[src/hdl/gtr_pkg.sv]
// ----------------------------------------------------------------------------
// gtr_pkg
// Shared types, character codes and helpers for the wildcard-to-regex
// translator.
// ----------------------------------------------------------------------------
package gtr_pkg;

    // Most bytes one word can expand to, and the width of a byte count
    localparam int MAX_RESULTS = 7;
    localparam int CNT_W       = 3;

    // Default brace nesting counter width
    localparam int BRACE_DEPTH_BITS_DEF = 8;

    // Character codes
    localparam logic [7:0] CH_BSL    = 8'h5C; // backslash
    localparam logic [7:0] CH_UP_A   = 8'h41; // A
    localparam logic [7:0] CH_LO_Z   = 8'h7A; // z
    localparam logic [7:0] CH_STAR   = 8'h2A;
    localparam logic [7:0] CH_QUEST  = 8'h3F;
    localparam logic [7:0] CH_DOT    = 8'h2E;
    localparam logic [7:0] CH_LBRK   = 8'h5B;
    localparam logic [7:0] CH_RBRK   = 8'h5D;
    localparam logic [7:0] CH_LBRACE = 8'h7B;
    localparam logic [7:0] CH_RBRACE = 8'h7D;
    localparam logic [7:0] CH_LPAREN = 8'h28;
    localparam logic [7:0] CH_RPAREN = 8'h29;
    localparam logic [7:0] CH_COLON  = 8'h3A;
    localparam logic [7:0] CH_COMMA  = 8'h2C;
    localparam logic [7:0] CH_PIPE   = 8'h7C;
    localparam logic [7:0] CH_CARET  = 8'h5E;
    localparam logic [7:0] CH_DOLLAR = 8'h24;
    localparam logic [7:0] CH_PLUS   = 8'h2B;
    localparam logic [7:0] CH_BANG   = 8'h21;

    // Expansion of one word, slot 0 goes out first
    typedef logic [MAX_RESULTS-1:0][7:0] res_bytes_t;

    // Parser flags carried from word to word
    typedef struct packed {
        logic       escape_pending;
        logic       inside_class;
        logic [1:0] class_position;
        logic       class_lead_negation;
    } gtr_flags_t;

    // ASCII punctuation test
    function automatic logic is_punct(input logic [7:0] c);
        is_punct = (c >= 8'h21 && c <= 8'h2F) || (c >= 8'h3A && c <= 8'h40) ||
                   (c >= 8'h5B && c <= 8'h60) || (c >= 8'h7B && c <= 8'h7E);
    endfunction

endpackage

[src/hdl/glob_to_regex_translator_core.sv]
// ----------------------------------------------------------------------------
// glob_to_regex_translator_core
// The bytes of an accepted word are registered into the active slot, or
// into the spare slot while the active one drains. Throughput: one output
// byte per cycle while m_tready is high; a word with no bytes never
// uses the output port. The single output byte port sets the rate.
// Reset: aresetn (synchronous) clears parser state and both output slots.
// ----------------------------------------------------------------------------
module glob_to_regex_translator_core
    import gtr_pkg::*;
#(
    parameter int BRACE_DEPTH_BITS = BRACE_DEPTH_BITS_DEF
) (
    input  logic       aclk,
    input  logic       aresetn,
    input  logic       s_tvalid,
    output logic       s_tready,
    input  logic [7:0] s_tdata,   // [7:0] pattern_byte
    input  logic       s_tlast,   // last_item
    input  logic [1:0] s_tuser,   // [0] first_item, [1] no_byte
    output logic       m_tvalid,
    input  logic       m_tready,
    output logic [7:0] m_tdata,   // [7:0] out_byte
    output logic       m_tlast    // out_last
);

    gtr_flags_t                  flags_reg, flags_next, flags_exp;
    logic [BRACE_DEPTH_BITS-1:0] depth_reg, depth_next, depth_exp;
    res_bytes_t                  exp_bytes;
    logic [CNT_W-1:0]            exp_count;

    // Active slot drains to the output, spare slot holds the next word
    res_bytes_t       a_bytes_reg, a_bytes_next, b_bytes_reg, b_bytes_next;
    logic [CNT_W-1:0] a_cnt_reg, a_cnt_next, b_cnt_reg, b_cnt_next;
    logic [CNT_W-1:0] a_idx_reg, a_idx_next;
    logic             a_valid_reg, a_valid_next, b_valid_reg, b_valid_next;

    logic accept, load, out_fire, a_last, a_free;

    gtr_expand #(
        .BRACE_DEPTH_BITS (BRACE_DEPTH_BITS)
    ) u_expand (
        .pattern_byte (s_tdata),
        .first_item   (s_tuser[0]),
        .last_item    (s_tlast),
        .no_byte      (s_tuser[1]),
        .flags_in     (flags_reg),
        .depth_in     (depth_reg),
        .flags_out    (flags_exp),
        .depth_out    (depth_exp),
        .res_bytes    (exp_bytes),
        .res_count    (exp_count)
    );

    // Handshake
    assign s_tready = !b_valid_reg;
    assign accept   = s_tvalid && s_tready;
    assign load     = accept && (exp_count != '0);
    assign m_tvalid = a_valid_reg;
    assign m_tdata  = a_bytes_reg[a_idx_reg];
    assign a_last   = (a_idx_reg == a_cnt_reg - CNT_W'(1));
    assign m_tlast  = a_last;
    assign out_fire = a_valid_reg && m_tready;
    assign a_free   = !a_valid_reg || (out_fire && a_last);

    // Advance parser state on every accepted word
    assign flags_next = accept ? flags_exp : flags_reg;
    assign depth_next = accept ? depth_exp : depth_reg;

    // Slot bookkeeping
    always_comb begin
        a_bytes_next = a_bytes_reg;
        a_cnt_next   = a_cnt_reg;
        a_idx_next   = a_idx_reg;
        a_valid_next = a_valid_reg;
        b_bytes_next = b_bytes_reg;
        b_cnt_next   = b_cnt_reg;
        b_valid_next = b_valid_reg;
        if (a_free) begin
            a_idx_next = '0;
            if (b_valid_reg) begin
                a_bytes_next = b_bytes_reg;
                a_cnt_next   = b_cnt_reg;
                a_valid_next = 1'b1;
                b_valid_next = 1'b0;
            end else begin
                a_bytes_next = exp_bytes;
                a_cnt_next   = exp_count;
                a_valid_next = load;
            end
        end else begin
            if (out_fire) begin
                a_idx_next = a_idx_reg + CNT_W'(1);
            end
            if (load) begin
                b_bytes_next = exp_bytes;
                b_cnt_next   = exp_count;
                b_valid_next = 1'b1;
            end
        end
    end

    // Control registers
    always_ff @(posedge aclk) begin
        if (!aresetn) begin
            flags_reg   <= '0;
            depth_reg   <= '0;
            a_valid_reg <= 1'b0;
            b_valid_reg <= 1'b0;
            a_idx_reg   <= '0;
        end else begin
            flags_reg   <= flags_next;
            depth_reg   <= depth_next;
            a_valid_reg <= a_valid_next;
            b_valid_reg <= b_valid_next;
            a_idx_reg   <= a_idx_next;
        end
    end

    // Payload registers
    always_ff @(posedge aclk) begin
        a_bytes_reg <= a_bytes_next;
        a_cnt_reg   <= a_cnt_next;
        b_bytes_reg <= b_bytes_next;
        b_cnt_reg   <= b_cnt_next;
    end

`ifndef SYNTHESIS
    a_idx_in_range: assert property (@(posedge aclk) disable iff (!aresetn)
        a_valid_reg |-> (a_idx_reg < a_cnt_reg))
        else $error("output index past byte count");

    a_slot_nonempty: assert property (@(posedge aclk) disable iff (!aresetn)
        a_valid_reg |-> (a_cnt_reg != '0))
        else $error("active slot holds no bytes");

    spare_needs_active: assert property (@(posedge aclk) disable iff (!aresetn)
        b_valid_reg |-> a_valid_reg)
        else $error("spare slot filled while active slot empty");

    idx_steps: assert property (@(posedge aclk) disable iff (!aresetn)
        (m_tvalid && m_tready && !m_tlast) |=>
            (a_valid_reg && (a_idx_reg == $past(a_idx_reg) + CNT_W'(1))))
        else $error("output index did not advance by one");
`endif

endmodule

[src/hdl/gtr_expand.sv]
// ----------------------------------------------------------------------------
// gtr_expand
// Combinational expansion of one pattern word into up to seven regex bytes,
// together with the parser state left behind.
// ----------------------------------------------------------------------------
module gtr_expand
    import gtr_pkg::*;
#(
    parameter int BRACE_DEPTH_BITS = BRACE_DEPTH_BITS_DEF
) (
    input  logic [7:0]                  pattern_byte,
    input  logic                        first_item,
    input  logic                        last_item,
    input  logic                        no_byte,
    input  gtr_flags_t                  flags_in,
    input  logic [BRACE_DEPTH_BITS-1:0] depth_in,
    output gtr_flags_t                  flags_out,
    output logic [BRACE_DEPTH_BITS-1:0] depth_out,
    output res_bytes_t                  res_bytes,
    output logic [CNT_W-1:0]            res_count
);

    res_bytes_t                  b;
    logic [CNT_W-1:0]            n;
    gtr_flags_t                  f;
    logic [BRACE_DEPTH_BITS-1:0] d;
    logic [1:0]                  pos;
    logic [7:0]                  c;

    // Walk the word: start marker, byte, end marker
    always_comb begin
        b   = '0;
        n   = '0;
        f   = flags_in;
        d   = depth_in;
        c   = pattern_byte;
        pos = '0;

        if (first_item) begin
            f = '0;
            d = '0;
            b[n] = CH_BSL;  n = n + CNT_W'(1);
            b[n] = CH_UP_A; n = n + CNT_W'(1);
        end

        if (!no_byte) begin
            pos = f.class_position;
            if (f.escape_pending) begin
                // Keep the escaped byte, quote it only if punctuation
                f.escape_pending = 1'b0;
                if (is_punct(c)) begin
                    b[n] = CH_BSL; n = n + CNT_W'(1);
                end
                b[n] = c; n = n + CNT_W'(1);
                if (f.inside_class && pos != 2'd2) begin
                    f.class_position = pos + 2'd1;
                end
            end else if (c == CH_BSL) begin
                f.escape_pending = 1'b1;
                if (f.inside_class) begin
                    if (pos == 2'd0) begin
                        f.class_lead_negation = 1'b0;
                    end
                    if (pos != 2'd2) begin
                        f.class_position = pos + 2'd1;
                    end
                end
            end else if (f.inside_class) begin
                // Class body
                if (c == CH_RBRK) begin
                    b[n] = CH_RBRK; n = n + CNT_W'(1);
                    if (!(pos == 2'd0 || (pos == 2'd1 && f.class_lead_negation))) begin
                        f.inside_class = 1'b0;
                    end
                end else if (c == CH_BANG) begin
                    b[n] = (pos == 2'd0) ? CH_CARET : CH_BANG; n = n + CNT_W'(1);
                end else begin
                    b[n] = c; n = n + CNT_W'(1);
                end
                if (pos == 2'd0) begin
                    f.class_lead_negation = (c == CH_BANG) || (c == CH_CARET);
                end
                if (pos != 2'd2) begin
                    f.class_position = pos + 2'd1;
                end
            end else begin
                // Plain text
                case (c)
                    CH_STAR: begin
                        b[n] = CH_DOT;  n = n + CNT_W'(1);
                        b[n] = CH_STAR; n = n + CNT_W'(1);
                    end
                    CH_QUEST: begin
                        b[n] = CH_DOT; n = n + CNT_W'(1);
                    end
                    CH_LBRK: begin
                        b[n] = CH_LBRK; n = n + CNT_W'(1);
                        f.inside_class        = 1'b1;
                        f.class_position      = 2'd0;
                        f.class_lead_negation = 1'b0;
                    end
                    CH_LBRACE: begin
                        b[n] = CH_LPAREN; n = n + CNT_W'(1);
                        b[n] = CH_QUEST;  n = n + CNT_W'(1);
                        b[n] = CH_COLON;  n = n + CNT_W'(1);
                        if (!(&d)) begin
                            d = d + BRACE_DEPTH_BITS'(1);
                        end
                    end
                    CH_RBRACE: begin
                        b[n] = CH_RPAREN; n = n + CNT_W'(1);
                        if (d != '0) begin
                            d = d - BRACE_DEPTH_BITS'(1);
                        end
                    end
                    CH_COMMA: begin
                        b[n] = (d != '0) ? CH_PIPE : CH_COMMA; n = n + CNT_W'(1);
                    end
                    CH_CARET, CH_DOLLAR, CH_DOT, CH_PLUS,
                    CH_LPAREN, CH_RPAREN, CH_PIPE: begin
                        b[n] = CH_BSL; n = n + CNT_W'(1);
                        b[n] = c;      n = n + CNT_W'(1);
                    end
                    default: begin
                        b[n] = c; n = n + CNT_W'(1);
                    end
                endcase
            end
        end

        if (last_item) begin
            // Dangling backslash turns into a literal one
            if (f.escape_pending) begin
                b[n] = CH_BSL; n = n + CNT_W'(1);
                b[n] = CH_BSL; n = n + CNT_W'(1);
            end
            b[n] = CH_BSL;  n = n + CNT_W'(1);
            b[n] = CH_LO_Z; n = n + CNT_W'(1);
            f = '0;
            d = '0;
        end
    end

    assign res_bytes = b;
    assign res_count = n;
    assign flags_out = f;
    assign depth_out = d;

endmodule
[config.mk]
export PLATFORM = sky130hd
export DESIGN_NAME = glob_to_regex_translator_core
export DESIGN_NICKNAME = d
export VERILOG_FILES = /design/src/hdl/gtr_pkg.sv /design/src/hdl/glob_to_regex_translator_core.sv /design/src/hdl/gtr_expand.sv
export SDC_FILE = /design/constraint.sdc
export NUM_CORES = 1
export LEC_CHECK = 0
export BUFFER_PORTS_ARGS = -buffer_cell sky130_fd_sc_hd__clkbuf_2
export CORE_MARGIN = 8
export CORE_UTILIZATION = 45
export DETAILED_ROUTE_END_ITERATION = 6
export GPL_TIMING_DRIVEN = 0
export PLACE_DENSITY = 0.7
export SLEW_MARGIN = 10
export SYNTH_ARGS = -nofsm -noshare
export SYNTH_HDL_FRONTEND = slang
export SYNTH_SLANG_ARGS = --single-unit
[constraint.sdc]
create_clock -name aclk -period 14.93 [get_ports aclk]
set_input_delay 2.986 -clock aclk [delete_from_list [all_inputs] [get_ports aclk]]
set_output_delay 2.986 -clock aclk [all_outputs]
set_load 0.02 [all_outputs]
### Word-level counts from Yosys, hierarchy flattened

Index checks and enable logic that the tools add are counted.

* word-level logic and storage cells: 238
* input port bits: 15
* register bits after elaboration: 136

* multiplexer cells: 82
* magnitude comparators: 25
* add/sub/neg operators: 13
* eq/ne operators: 19
* reductions and logical operators: 34
* bitwise logic cells: 41

Operators with widths (number)
* $mux 56: 13
* $pmux 56 s7: 1
* $bwmux 56: 5
* $demux 8 s3: 8
* $not 28->28: 6
* $mux 8: 17
* $and 28x28->28: 4
* $or 28x28->28: 4
* $eq 8x6->1 const B: 9
* $not 35->35: 2
* $or 10x35->35: 2
* $not 21->21: 3
* $and 8x28->28: 2
* $eq 8x7->1 const B: 7
* $or 8x28->28: 2
* $and 12x42->42: 1
* $and 6x21->21: 2
* $not 42->42: 1
* $or 42x42->42: 1
* $mux 3: 13
* $and 10x35->35: 1
* $and 35x35->35: 1
* $or 35x35->35: 1
* $lt 3x4->1 const B: 8
* 43 further kinds: 100

### Longest topological paths before layout

Gate-level depths: netlist of run 1.

* word-level depth: 24
* gate-level depth with buffers: 23

### Cells and area by module

From an unflattened synthesis of run 1, not the netlist that was laid out.

* cell total of the unflattened synthesis: 810
* area, all modules: 8490.6 um^2

By module, submodules not included
* glob_to_regex_translator_core: seq. area each 3903.7 um^2, times used 1, area an instance 5499.0 um^2, cells each 322
* gtr_expand: seq. area each 0.0 um^2, times used 1, area an instance 2991.6 um^2, cells each 488

### Least setup slack after synthesis of run 1

No wires, ideal clock.

* path type: in2reg
* start: input port s_tdata[0]
* end: register b_bytes_reg[0] (netlist bit) (enable)
* cell stages on the path: 21
* slack: 4.743 ns
* required time: 14.427 ns
* data arrival time: 9.684 ns
* buffers on the path: 1
* path through: buf_2 -> or3_1 -> a21oi_1 -> o211ai_1 -> ha_1 -> nand3b_1 -> nand2_1 -> a41oi_1 -> nor3_4 -> nor2_1 -> inv_1 -> ha_1 -> nand2b_1 -> o31ai_2 -> inv_2 -> ha_1 -> xnor2_1 -> a31oi_1 -> a2bb2oi_1 -> nor3_1 -> nor3_1

* longest elaborated chain between the ends: 21
* elaborated cells on any way between the ends: 48
* those cells by class: 5 x add/sub; 8 x order compare; 10 x eq/ne; 14 x mux; 11 x reduce/logical

Ends and longest elaborated chain
* start: declaration: RTL line glob_to_regex_translator_core.sv:18 `input logic [7:0] s_tdata,`
* $ge 8x6->1, or another cell as far along: RTL line gtr_pkg.sv:49 `is_punct = (c >= 8'h21 && c <= 8'h2F) || (c >= 8'h3A && c <= 8'h40) ||`
* $logic_and 1x1->1: RTL line gtr_pkg.sv:49
* $logic_or 1x1->1 (2 in series): RTL line gtr_pkg.sv:49
* $logic_or 1x1->1: RTL line gtr_pkg.sv:50 `(c >= 8'h5B && c <= 8'h60) || (c >= 8'h7B && c <= 8'h7E);`
* $mux 3: RTL line gtr_expand.sv:51 `if (is_punct(c)) begin`
* $mux 3: RTL line gtr_expand.sv:48 `if (f.escape_pending) begin`
* $mux 3: RTL line gtr_expand.sv:46 `if (!no_byte) begin`
* $add 3x1->3: RTL line gtr_expand.sv:54 `b[n] = c; n = n + CNT_W'(1);`
* (+5 left out)
* $mux 3: RTL line gtr_expand.sv:131 `if (last_item) begin`
* $add 3x1->3: RTL line gtr_expand.sv:137 `b[n] = CH_BSL; n = n + CNT_W'(1);`
* $add 3x1->3: RTL line gtr_expand.sv:138 `b[n] = CH_LO_Z; n = n + CNT_W'(1);`
* $mux 3 *: RTL line gtr_expand.sv:131
* net exp_count[2]: RTL line glob_to_regex_translator_core.sv:30 `logic [CNT_W-1:0] exp_count;`
* $reduce_bool 3->1 *: RTL line glob_to_regex_translator_core.sv:58 `assign load = accept && (exp_count != '0);`
* $logic_and 1x1->1 *: RTL line glob_to_regex_translator_core.sv:58
* $reduce_and 2->1 (no line) *
* end signal: assignment: RTL line glob_to_regex_translator_core.sv:124 `b_bytes_reg <= b_bytes_next;`
* end: declaration: RTL line glob_to_regex_translator_core.sv:33 `res_bytes_t a_bytes_reg, a_bytes_next, b_bytes_reg, b_bytes_next;`

Mark *: on every way through the listed nets, which the timed path passes. The rest lies on a longest branch. The select of a mux whose other input is x is not followed.
A chain may end at the register's enable or synchronous reset.

### Worst setup path in the final report of run 1

* start: input port s_tuser[0]
* end: register b_bytes_reg[0] (netlist bit) (enable)

* longest elaborated chain between the ends: 19
* elaborated cells on any way between the ends: 26
* those cells by class: 8 x add/sub; 15 x mux; 3 x reduce/logical

Ends and longest elaborated chain
* start: declaration: RTL line glob_to_regex_translator_core.sv:20 `input logic [1:0] s_tuser,`
* $mux 2: RTL line gtr_expand.sv:39 `if (first_item) begin`
* $add 2x1->3
* $add 3x1->3: RTL line gtr_expand.sv:91, gtr_expand.sv:104, gtr_expand.sv:122
* $add 3x1->3: RTL line gtr_expand.sv:105 `b[n] = CH_COLON; n = n + CNT_W'(1);`
* $pmux 3 s2: RTL line gtr_expand.sv:88 `case (c)`
* $mux 3: RTL line gtr_expand.sv:68 `end else if (f.inside_class) begin`
* $mux 3: RTL line gtr_expand.sv:58 `end else if (c == CH_BSL) begin`
* $mux 3: RTL line gtr_expand.sv:48
* (+4 left out)
* $mux 3: RTL line gtr_expand.sv:131
* $add 3x1->3: RTL line gtr_expand.sv:137
* $add 3x1->3: RTL line gtr_expand.sv:138
* $mux 3 *: RTL line gtr_expand.sv:131
* net exp_count[2]: RTL line glob_to_regex_translator_core.sv:30
* $reduce_bool 3->1 *: RTL line glob_to_regex_translator_core.sv:58
* $logic_and 1x1->1 *: RTL line glob_to_regex_translator_core.sv:58
* $reduce_and 2->1 (no line) *

Marks and branches as above.

==> qor.txt, run 1 <==
Run status -> finished clean
Clock power share -> 28.6%
Max-cap violations -> 0
Overflow after GRT -> 0
Worst skew pair latency -> 360 ps
Die height -> 147 um
I/O Buffers -> 24
Gate power share -> 23.0%
Wire length on met1 -> 10700 um
Endpoint, Worst Hold -> flags_reg[0]
Peak VDD IR -> 0.0546 mV
Vias -> 6981
# IOs -> 26
Vias per cell -> 6.41
Clk root buf -> clkbuf_16
Slew Limit Fails -> 0
Synth top area cells -> edfxtp_1, dfxtp_1, nand2_1
Cells after Synth -> 824
Most common cell in the netlist -> nand2_1
Synth area leader -> edfxtp_1
Peak Freq -> 109 MHz
Final WL -> 24600 um
Top Layer Used -> met4
Core box area -> 16600 um^2
Worst-path maximum fanout -> 11
RR Endpoint -> b_bytes_reg[0]
CTS Sinks -> 108
Crit start category -> primary input
P_leak -> 3.03 nW
DRC violations left -> 0
Drt pass-1 iters -> 7
Share of layout cells above drive strength 1 -> 14.2%
Internal reg-to-reg setup slack -> 9260 ps
Cell area after synthesis -> 7690 um^2
Hold depth -> 2
YS warnings -> 0
Total power -> 0.811 mW
Power Dens Cells -> 96.2 nW/um^2
HP Start -> flags_reg[0]
Wire per inst -> 22.5 um
Critical Path RT -> 14990 ps
Asr flop ratio synth -> 0%
Distinct cells, synth -> 101
Final hold viol count -> 0
Die W -> 147 um
Min-Delay Path Class -> reg -> reg
Setup TNS -> 0 ps
RSZ-0062 raised after global routing -> no
Final setup fails -> 0
Starting DRT DRC Count -> 1011
Met3 wire length -> 2030 um
Initial antenna violation count -> 0
Synth Register Bits -> 108
Critical path class -> in -> reg
Slew at the pin closest to its max-slew limit -> 1170 ps
Ys flop type -> edfxtp_1
Total Routing Usage GR -> 22.5%
GPL Wtd Cong -> 0.995
Metal2 WL -> 10800 um
Final Cycle Share -> 61.2%
Reg power frac -> 48.4%
Area growth from synthesis to layout -> 9.64%
R2R Path Start -> flags_reg[4]
Final net count -> 896
Worst-case clock buffer depth -> 2
Register area share after synthesis -> 39.8%
Largest net degree at the start of global routing -> 38
Post-CTS sizing -> 0
Worst slew margin -> 21.5%
FF-to-FF path depth -> 21
DRT antenna net count -> 0
CTS Hold Buffers Added -> 0
Post-synth EDFFs -> 90
P_sw -> 0.248 mW
TritonCTS clock tree -> yes
Post-DP HPWL -> 18500 um
Vias in the first global route -> 6528
Ant. Diodes -> 0
First-pass GRT wire length -> 38200 um
Setup crit end kind -> register
Syn Area/Cell -> 9.33 um^2
Initial core utilization -> 46.2%
Setup Skew -> 10.4 ps
Num CTS Buffers -> 9
Std cell rows -> 47
Die Area -> 21500 um^2
Synth top area share -> 35.2%
Clock transition at path regs -> 80 ps
H-tree depth reported by CTS -> 3
Final worst path period need -> 9140 ps
Int Power -> 0.563 mW
Net Sw Frac -> 30.6%
Post-Syn Nets -> 856
Number of setup buffers added after CTS -> 0
Post-synth top cells -> nand2_1, edfxtp_1, nor2_1
Critical Path AT -> 9210 ps
[worst max-delay path: stages]
cell and delay, ps:
clkbuf_2 140, buf_2 220, inv_1 290, clkbuf_1 620
ha_1 390, nand3b_1 200, nand2_1 100, a41oi_1 310
nor3_4 120, nor2_1 210, inv_1 90, ha_1 350
nand2b_1 220, o31ai_2 170, inv_2 100, ha_1 260
xnor2_1 180, a31oi_1 210, a2bb2oi_1 300, nor3_1 160
nor3_2 620, buf_4 330, buf_6 170, buf_4 220
buf_4 210
[cell usage in the layout, fill, tap and decap left out, types with 10 or more instances in the layout]
cell,netlist,final
nand2_1,92,91
edfxtp_1,90,90
nor2_1,64,64
o21ai_0,49,49
a21oi_1,40,40
clkbuf_1,37,38
nand3_1,32,32
inv_1,31,31
clkbuf_2,1,25
nor3_1,22,21
dfxtp_1,18,18
ha_1,17,17
a31oi_1,16,16
o211ai_1,15,15
nor2b_1,14,14
o31ai_1,12,12
nand2b_1,12,12
nand4_1,11,11
buf_4,7,10
mux2_2,10,10
[metrics by stage]
step / utilization (%) / setup WS, ps / instance area, um^2 / instances / hold WS [ps]
detailed placement: 48.9 / 5530 / 8140 / 1073 / 489
global route: 50.6 / 5310 / 8430 / 1089 / 546
floorplan: - / 4740 / 7690 / 824 / 455
global placement: 48.6 / 2130 / 8080 / 1068 / 477
CTS: 50.6 / 5890 / 8430 / 1089 / 501
finish: 50.6 / 5790 / 8430 / 1089 / 500
[worst max-delay path by stage]
stage | slack, ps | cells after the start | start | endpoint
2_1_floorplan | 4740 | 21 | s_tdata[0] | b_bytes_reg[0]
3_3_place_gp | 2130 | 21 | s_tuser[0] | b_bytes_reg[7]
3_5_place_dp | 5530 | 25 | s_tuser[0] | b_bytes_reg[3]
4_1_cts | 5890 | 25 | s_tuser[0] | b_bytes_reg[20]
5_1_grt | 5310 | 26 | s_tdata[4] | b_bytes_reg[20]
6_report | 5790 | 25 | s_tuser[0] | b_bytes_reg[0]
[power groups by stage]
| stage | combinational [mW] | clock (mW) | sequential, mW |
|---|---|---|---|
| after floorplan | 0.126 | 0 | 0.398 |
| after global placement | 0.178 | 0 | 0.402 |
| after detailed placement | 0.185 | 0 | 0.400 |
| after CTS | 0.186 | 0.235 | 0.393 |
| after global routing | 0.202 | 0.245 | 0.396 |
| final | 0.187 | 0.232 | 0.392 |
[metal layers]
metal,vias to the layer above,GRT usage (%)
li1,3247,-
met1,3302,29.7
met2,360,34.8
met3,72,5.01
met4,0,9.99
met5,-,0
[cell type report]
class | count | area [um^2]
clock inverter | 6 | 55.1
timing repair buffer | 29 | 174
clock buffer | 10 | 229
inverter | 34 | 128
tap | 220 | 275
multi-input combinational | 627 | 4260
fill | 1583 | 8210
sequential | 108 | 3060
buffer | 55 | 249
[cell families after synthesis]
logic type | count (synthesis) | synth area share, %
and+or+nand+nor | 322 | 22.2
AOI/OAI and AO/OA | 252 | 24.3
buffers and inverters | 89 | 4.90
DFF | 108 | 39.8
xor gates and xnor gates | 10 | 1.14
adders and majority gates | 17 | 2.77
muxes | 26 | 4.85
Note: power is estimated with default switching activity, not from simulation.
==> run 2: changes to the inputs <==
Settings changed: ABC_AREA set to 1.
Clock period 14.93 ns to 9.4 ns, I/O delays scaled along.
==> run 2 against run 1 <==
Net effect:
- setup slack got worse by 3000 ps
- first-iteration DRC count decreased by 31%
- highest routed layer unchanged
- critical path depth is 1 higher
==> qor.txt, run 2 <==
CTS Hold Buffers Added -> 0 (unchanged)
Critical path destination -> b_bytes_reg[34]
RR Endpoint -> b_bytes_reg[34]
Top cell by count, worst path -> inv_1
Largest delay share family, worst path -> buffers and inverters
Setup crit end kind -> register
H-tree depth reported by CTS -> 3 (unchanged)
Worst-case clock buffer depth -> 2 (unchanged)
Most common cell in the netlist -> nand2_1
Slew at the pin closest to its max-slew limit -> 831 ps (-335 ps)
Power Dens Cells -> 153 nW/um^2 (+59%)
RSZ-0062 raised after global routing -> no
Largest net degree at the start of global routing -> 34 (-11%)
Worst skew pair latency -> 360 ps (about the same)
Critical Path AT -> 6680 ps (-2530 ps)
Overflow after GRT -> 0 (unchanged)
Final worst path period need -> 6630 ps
Post-route cell area -> 8460 um^2 (+0.40%)
R2R Path Start -> flags_reg[3]
Ant. Diodes -> 0 (unchanged)
Core box area -> 17100 um^2 (+2.5%)
Register area share after synthesis -> 39.6% (-0.25 points)
# fillers -> 1719 (+8.6%)
Final Cycle Share -> 70.5%
Final net count -> 1076 (+20%)
Min setup slack post-route -> 2770 ps (-3010 ps)
Wire per inst -> 18.2 um (-19%)
First-pass GRT wire length -> 37500 um (-1.8%)
Share of layout cells above drive strength 1 -> 13.9% (-0.24 points)
Slew Limit Fails -> 0 (unchanged)
Multi-input gate area -> 3980 um^2 (-6.5%)
Max-cap violations -> 0 (unchanged)
CTS Sinks -> 108 (unchanged)
Setup TNS -> 0 ps (unchanged)
Distinct cells, synth -> 61 (-40%)
Area growth from synthesis to layout -> 9.38%
Synth Register Bits -> 108 (unchanged)
Synth top area share -> 34.9% (-0.22 points)
Drt pass-1 iters -> 6 (-1)
Area of placed instances -> 8170 um^2 (+0.35%)
Number of setup buffers added after CTS -> 0 (unchanged)
Buf/Inv on CP -> 11 (+1)
Clock transition at path regs -> 60 ps (-20 ps)
Die Area -> 21600 um^2 (+0.57%)
Register area -> 3060 um^2 (unchanged)
Peak Freq -> 151 MHz
Crit-path slowest cell -> clkbuf_1
Vias in the first global route -> 6839 (+4.8%)
Syn Area/Cell -> 7.66 um^2 (-18%)
YS warnings -> 0 (unchanged)
Die height -> 147 um (+0.28%)
P_leak -> 3.60 nW (+19%)
Final setup fails -> 0 (unchanged)
I/O Buffers -> 21 (-13%)
# IOs -> 26 (unchanged)
Peak VDD IR -> 0.0924 mV (+69%)
Ys flop type -> edfxtp_1
Dpl ws -> 2460 ps (-3070 ps)
Internal reg-to-reg setup slack -> 4440 ps (-4820 ps)
Final WL -> 23200 um (-5.6%)
Starting DRT DRC Count -> 694 (-31%)
FF-to-FF path depth -> 22 (+4.8%)
Commonest non-fill, non-tap cell in the layout -> nand2_1
Hold Slack -> 466 ps (-33.9 ps)
Critical Path RT -> 9450 ps (-5540 ps)
Post-synth EDFFs -> 90 (unchanged)
Post-CTS sizing -> 0 (unchanged)
Cells after Synth -> 1010 (+23%)
Post-Syn Nets -> 1042 (+22%)
Die W -> 147 um (+0.28%)
Run status -> finished clean
GPL Wtd Cong -> 1.00 (+0.50%)
Worst slew margin -> 44.2% (+23 points)
Min-Delay Path Class -> reg -> reg
Synth area leader -> edfxtp_1
Critical path depth -> 26 (+4.0%)
Crit start category -> primary input
Synth top area cells -> edfxtp_1, nand2_1, o21ai_0
Initial core utilization -> 45.4% (-0.84 points)
Worst-path maximum fanout -> 27 (+16)
Critical path class -> in -> reg
Final hold viol count -> 0 (unchanged)
Std cell rows -> 48 (+2.1%)
DRT antenna net count -> 0 (unchanged)
Total Routing Usage GR -> 21.7% (-0.88 points)
Max incr delay on CP -> 490 ps (-130 ps)
DRC violations left -> 0 (unchanged)
Post-synth top cells -> nand2_1, nor2_1, edfxtp_1
TritonCTS clock tree -> yes
Clk root buf -> clkbuf_16
Post-DP HPWL -> 18100 um (-2.0%)
Setup Skew -> 12.3 ps (+1.92 ps)
Vias -> 7195 (+3.1%)
Num CTS Buffers -> 9 (unchanged)
Initial antenna violation count -> 0 (unchanged)
Critical Path Source -> s_tuser[0]
Cell area after synthesis -> 7740 um^2 (+0.63%)
Asr flop ratio synth -> 0% (unchanged)
Vias per cell -> 5.65 (-12%)
Commonest non-fill, non-tap cells in the layout -> nand2_1, nor2_1, edfxtp_1
-- run 2: changes by cell type after synthesis, sizes merged, moves of 19 or more --
cell	before	now
nor2	65	127
a21oi	43	62
nand2	94	250
o21ai	54	94
nand3	34	68
inv	33	110
-- run 2: worst min path at each step --
stage                 startpoint            to  cells past startpoint
floorplan           depth_reg[0]  depth_reg[0]                      2
global placement    depth_reg[0]  depth_reg[0]                      2
detailed placement  flags_reg[2]  flags_reg[2]                      2
CTS                 flags_reg[4]  flags_reg[4]                      2
global route        flags_reg[2]  flags_reg[2]                      2
finish              flags_reg[2]  flags_reg[2]                      2
-- run 2: area by class of cell --
type | instances | area share (%)
multi-input combinational | 741 | 47.0
sequential | 108 | 36.2
inverter | 114 | 5.16
tap | 225 | 3.33
buffer | 47 | 3.15
clock buffer | 12 | 3.05
timing repair buffer | 23 | 1.72
clock inverter | 4 | 0.370
-- run 2: power breakdown --
part | internal (mW) | switching [mW]
Combinational | 0.0904 | 0.210
Sequential | 0.608 | 0.0203
Clock | 0.198 | 0.168
Total | 0.897 | 0.399
-- run 2: tightest hold or removal path, stage by stage (launching register included) --
cell	delay, ps
dfxtp_1	310
nand2_1	60
a21oi_1	50
-- run 2: cells by family after synthesis --
family,after synthesis,synth area share (%)
DFF,108,39.6
AOI/OAI and AO/OA,233,18.0
xor gates and xnor gates,6,0.679
adders and majority gates,17,2.75
buffers and inverters,161,9.09
and+or+nand+nor,485,29.9
-- run 2: layer usage --
layer	routed length (um)	GRT usage [%]	vias to the layer above
li1	-	-	3533
met1	10300	29.0	3330
met2	10800	35.1	300
met3	1570	3.29	32
met4	439	7.29	0
met5	0	0	-
-- run 2: through the flow --
stage / utilization (%) / total power [mW] / cells
after detailed placement: 47.9 / 0.937 / 1258
after global routing: 49.6 / 1.36 / 1274
after global placement: 47.6 / 0.929 / 1256
after CTS: 49.6 / 1.30 / 1274
after floorplan: - / 0.841 / 1010
final: 49.6 / 1.30 / 1274
==> run 3: changes to the inputs <==
Settings changed: PLACE_DENSITY 0.7 to 0.72.
Clock period 9.4 ns to 5.8 ns, I/O delays scaled along.
==> run 3 against run 2 <==
Net effect:
- worst hold slack improved by 3.2 ps
- sequential power is 62% higher
- non-clock buffer count did not move
- largest power group unchanged
- critical path type unchanged
==> qor.txt, run 3 (synthesis gave the netlist of run 2 again) <==
Die height -> 147 um (unchanged)
Commonest non-fill, non-tap cell in the layout -> nand2_1
Setup crit end kind -> register
Vias per cell -> 5.66 (+0.28%)
DRC violations left -> 0 (unchanged)
Share of layout cells above drive strength 1 -> 14.4% (+0.46 points)
Post-DP HPWL -> 18000 um (-0.92%)
Final WL -> 23000 um (-0.74%)
Vias in the first global route -> 6849 (+0.15%)
Total Routing Usage GR -> 21.3% (-0.35 points)
H-tree depth reported by CTS -> 3 (unchanged)
Critical Path AT -> 5550 ps (-1130 ps)
Overflow after GRT -> 0 (unchanged)
CTS Hold Buffers Added -> 0 (unchanged)
Clock transition at path regs -> 70 ps (about the same)
Area growth from synthesis to layout -> 10.0%
Initial core utilization -> 45.4% (unchanged)
Worst-path maximum fanout -> 10 (-63%)
Largest net degree at the start of global routing -> 27 (-21%)
Worst skew pair latency -> 350 ps (about the same)
Final Cycle Share -> 94.7%
Wire per inst -> 18.0 um (-0.82%)
Total power -> 2.14 mW (+65%)
Std cell rows -> 48 (unchanged)
Vias -> 7221 (+0.36%)
Max-cap violations -> 0 (unchanged)
Core box area -> 17100 um^2 (unchanged)
Min setup slack post-route -> 307 ps (-2470 ps)
Worst slew margin -> 46.7% (+2.5 points)
Multi-input gate area -> 4000 um^2 (+0.41%)
Final worst path period need -> 5490 ps
Hold Slack -> 469 ps (+3.16 ps)
Setup Skew -> 11.6 ps (-0.714 ps)
Num CTS Buffers -> 9 (unchanged)
TritonCTS clock tree -> yes
DRT antenna net count -> 0 (unchanged)
Final hold viol count -> 0 (unchanged)
Final setup fails -> 0 (unchanged)
Peak Freq -> 182 MHz
Worst-case clock buffer depth -> 2 (unchanged)
Slew at the pin closest to its max-slew limit -> 794 ps (-37.5 ps)
Starting DRT DRC Count -> 633 (-8.8%)
Drt pass-1 iters -> 6 (unchanged)
P_leak -> 3.61 nW (+0.37%)
DP Cell Count -> 1258 (unchanged)
Critical path class -> in -> reg
# IOs -> 26 (unchanged)
Setup TNS -> 0 ps (unchanged)
Final net count -> 1077 (+0.093%)
Commonest non-fill, non-tap cells in the layout -> nand2_1, nor2_1, edfxtp_1
Min-Delay Path Class -> reg -> reg
Register area -> 3060 um^2 (unchanged)
Critical Path RT -> 5860 ps (-3590 ps)
Internal reg-to-reg setup slack -> 1220 ps (-3220 ps)
I/O Buffers -> 21 (unchanged)
Initial antenna violation count -> 0 (unchanged)
Ant. Diodes -> 0 (unchanged)
CTS Sinks -> 108 (unchanged)
Crit start category -> primary input
Count of non-filler cells in the finished layout -> 1275 (+0.078%)
Clk root buf -> clkbuf_16
Dpl ws -> -553 ps (-3010 ps)
Run status -> finished clean
Power Dens Cells -> 251 nW/um^2 (+64%)
Die W -> 147 um (unchanged)
Die Area -> 21600 um^2 (unchanged)
Peak VDD IR -> 0.174 mV (+88%)
Slew Limit Fails -> 0 (unchanged)
# fillers -> 1695 (-1.4%)
First-pass GRT wire length -> 36800 um (-1.9%)
GPL Wtd Cong -> 0.988 (-1.2%)
## run 3: changes by cell type in the layout (fill, tap and decap cells not counted), sizes merged
cell      previous run  this run
clkbuf              61        59
nor2               127       128
clkinvlp             0         2
clkinv               6         5
bufinv               0         1
## run 3: per-layer routing
| layer | global-route usage, % | up-vias | share of wire [%] |
|---|---|---|---|
| met5 | 0 | - | 0 |
| met2 | 33.9 | 271 | 46 |
| met4 | 9.54 | 0 | 3.5 |
| met3 | 3.29 | 52 | 5.5 |
| li1 | - | 3536 | - |
| met1 | 28.1 | 3362 | 45 |
## run 3: power by group
group          internal (mW)  switching [mW]
Combinational          0.152           0.343
Clock                  0.340           0.282
Sequential             0.986          0.0342
## run 3: per-stage QoR
stage / cell area, um^2 / util, %
after global routing: 8510 / 49.9
after global placement: 8130 / 47.6
after floorplan: 7740 / -
final: 8510 / 49.9
after CTS: 8490 / 49.8
after detailed placement: 8190 / 48.0
## run 3: area by class of cell
class / instances / area share (%)
multi-input combinational: 742 / 46.9
sequential: 108 / 36.0
inverter: 114 / 5.13
tap: 225 / 3.31
buffer: 46 / 3.12
clock buffer: 10 / 2.69
timing repair buffer: 24 / 1.97
clock inverter: 6 / 0.853
## run 3: timing repair
item | CTS | global route
cloned | 1 | 0
hold endpoints to repair | 0 | 0
setup endpoints to repair | 31 | 45
buffers inserted | 0 | 1
gates resized for setup | 0 | 4
pin swaps | 1 | 1
## run 3: final timing paths
path,startpoint,cells past startpoint,end
setup / recovery,s_tdata[2],28,b_bytes_reg[25]
hold / removal,flags_reg[4],2,flags_reg[4]
setup reg to reg,flags_reg[3],22,b_bytes_reg[25]
hold reg to reg,flags_reg[4],2,flags_reg[4]
## run 3: critical path, cell delays in order
cell,delay [ps]
clkbuf_2,100
clkbuf_4,230
nor2_1,60
inv_1,80
o21ai_0,80
a21oi_1,220
nand2_1,190
ha_1,310
o21ai_0,290
inv_1,70
nand2_1,150
inv_1,120
ha_1,350
inv_1,70
nand2_1,60
nand3_1,90
nand2_2,130
inv_2,60
ha_1,370
inv_1,160
nor2_2,210
o21ai_0,140
nand2_1,110
nor2_1,40
nand3_1,170
nand2_2,150
nor2_4,170
buf_4,210
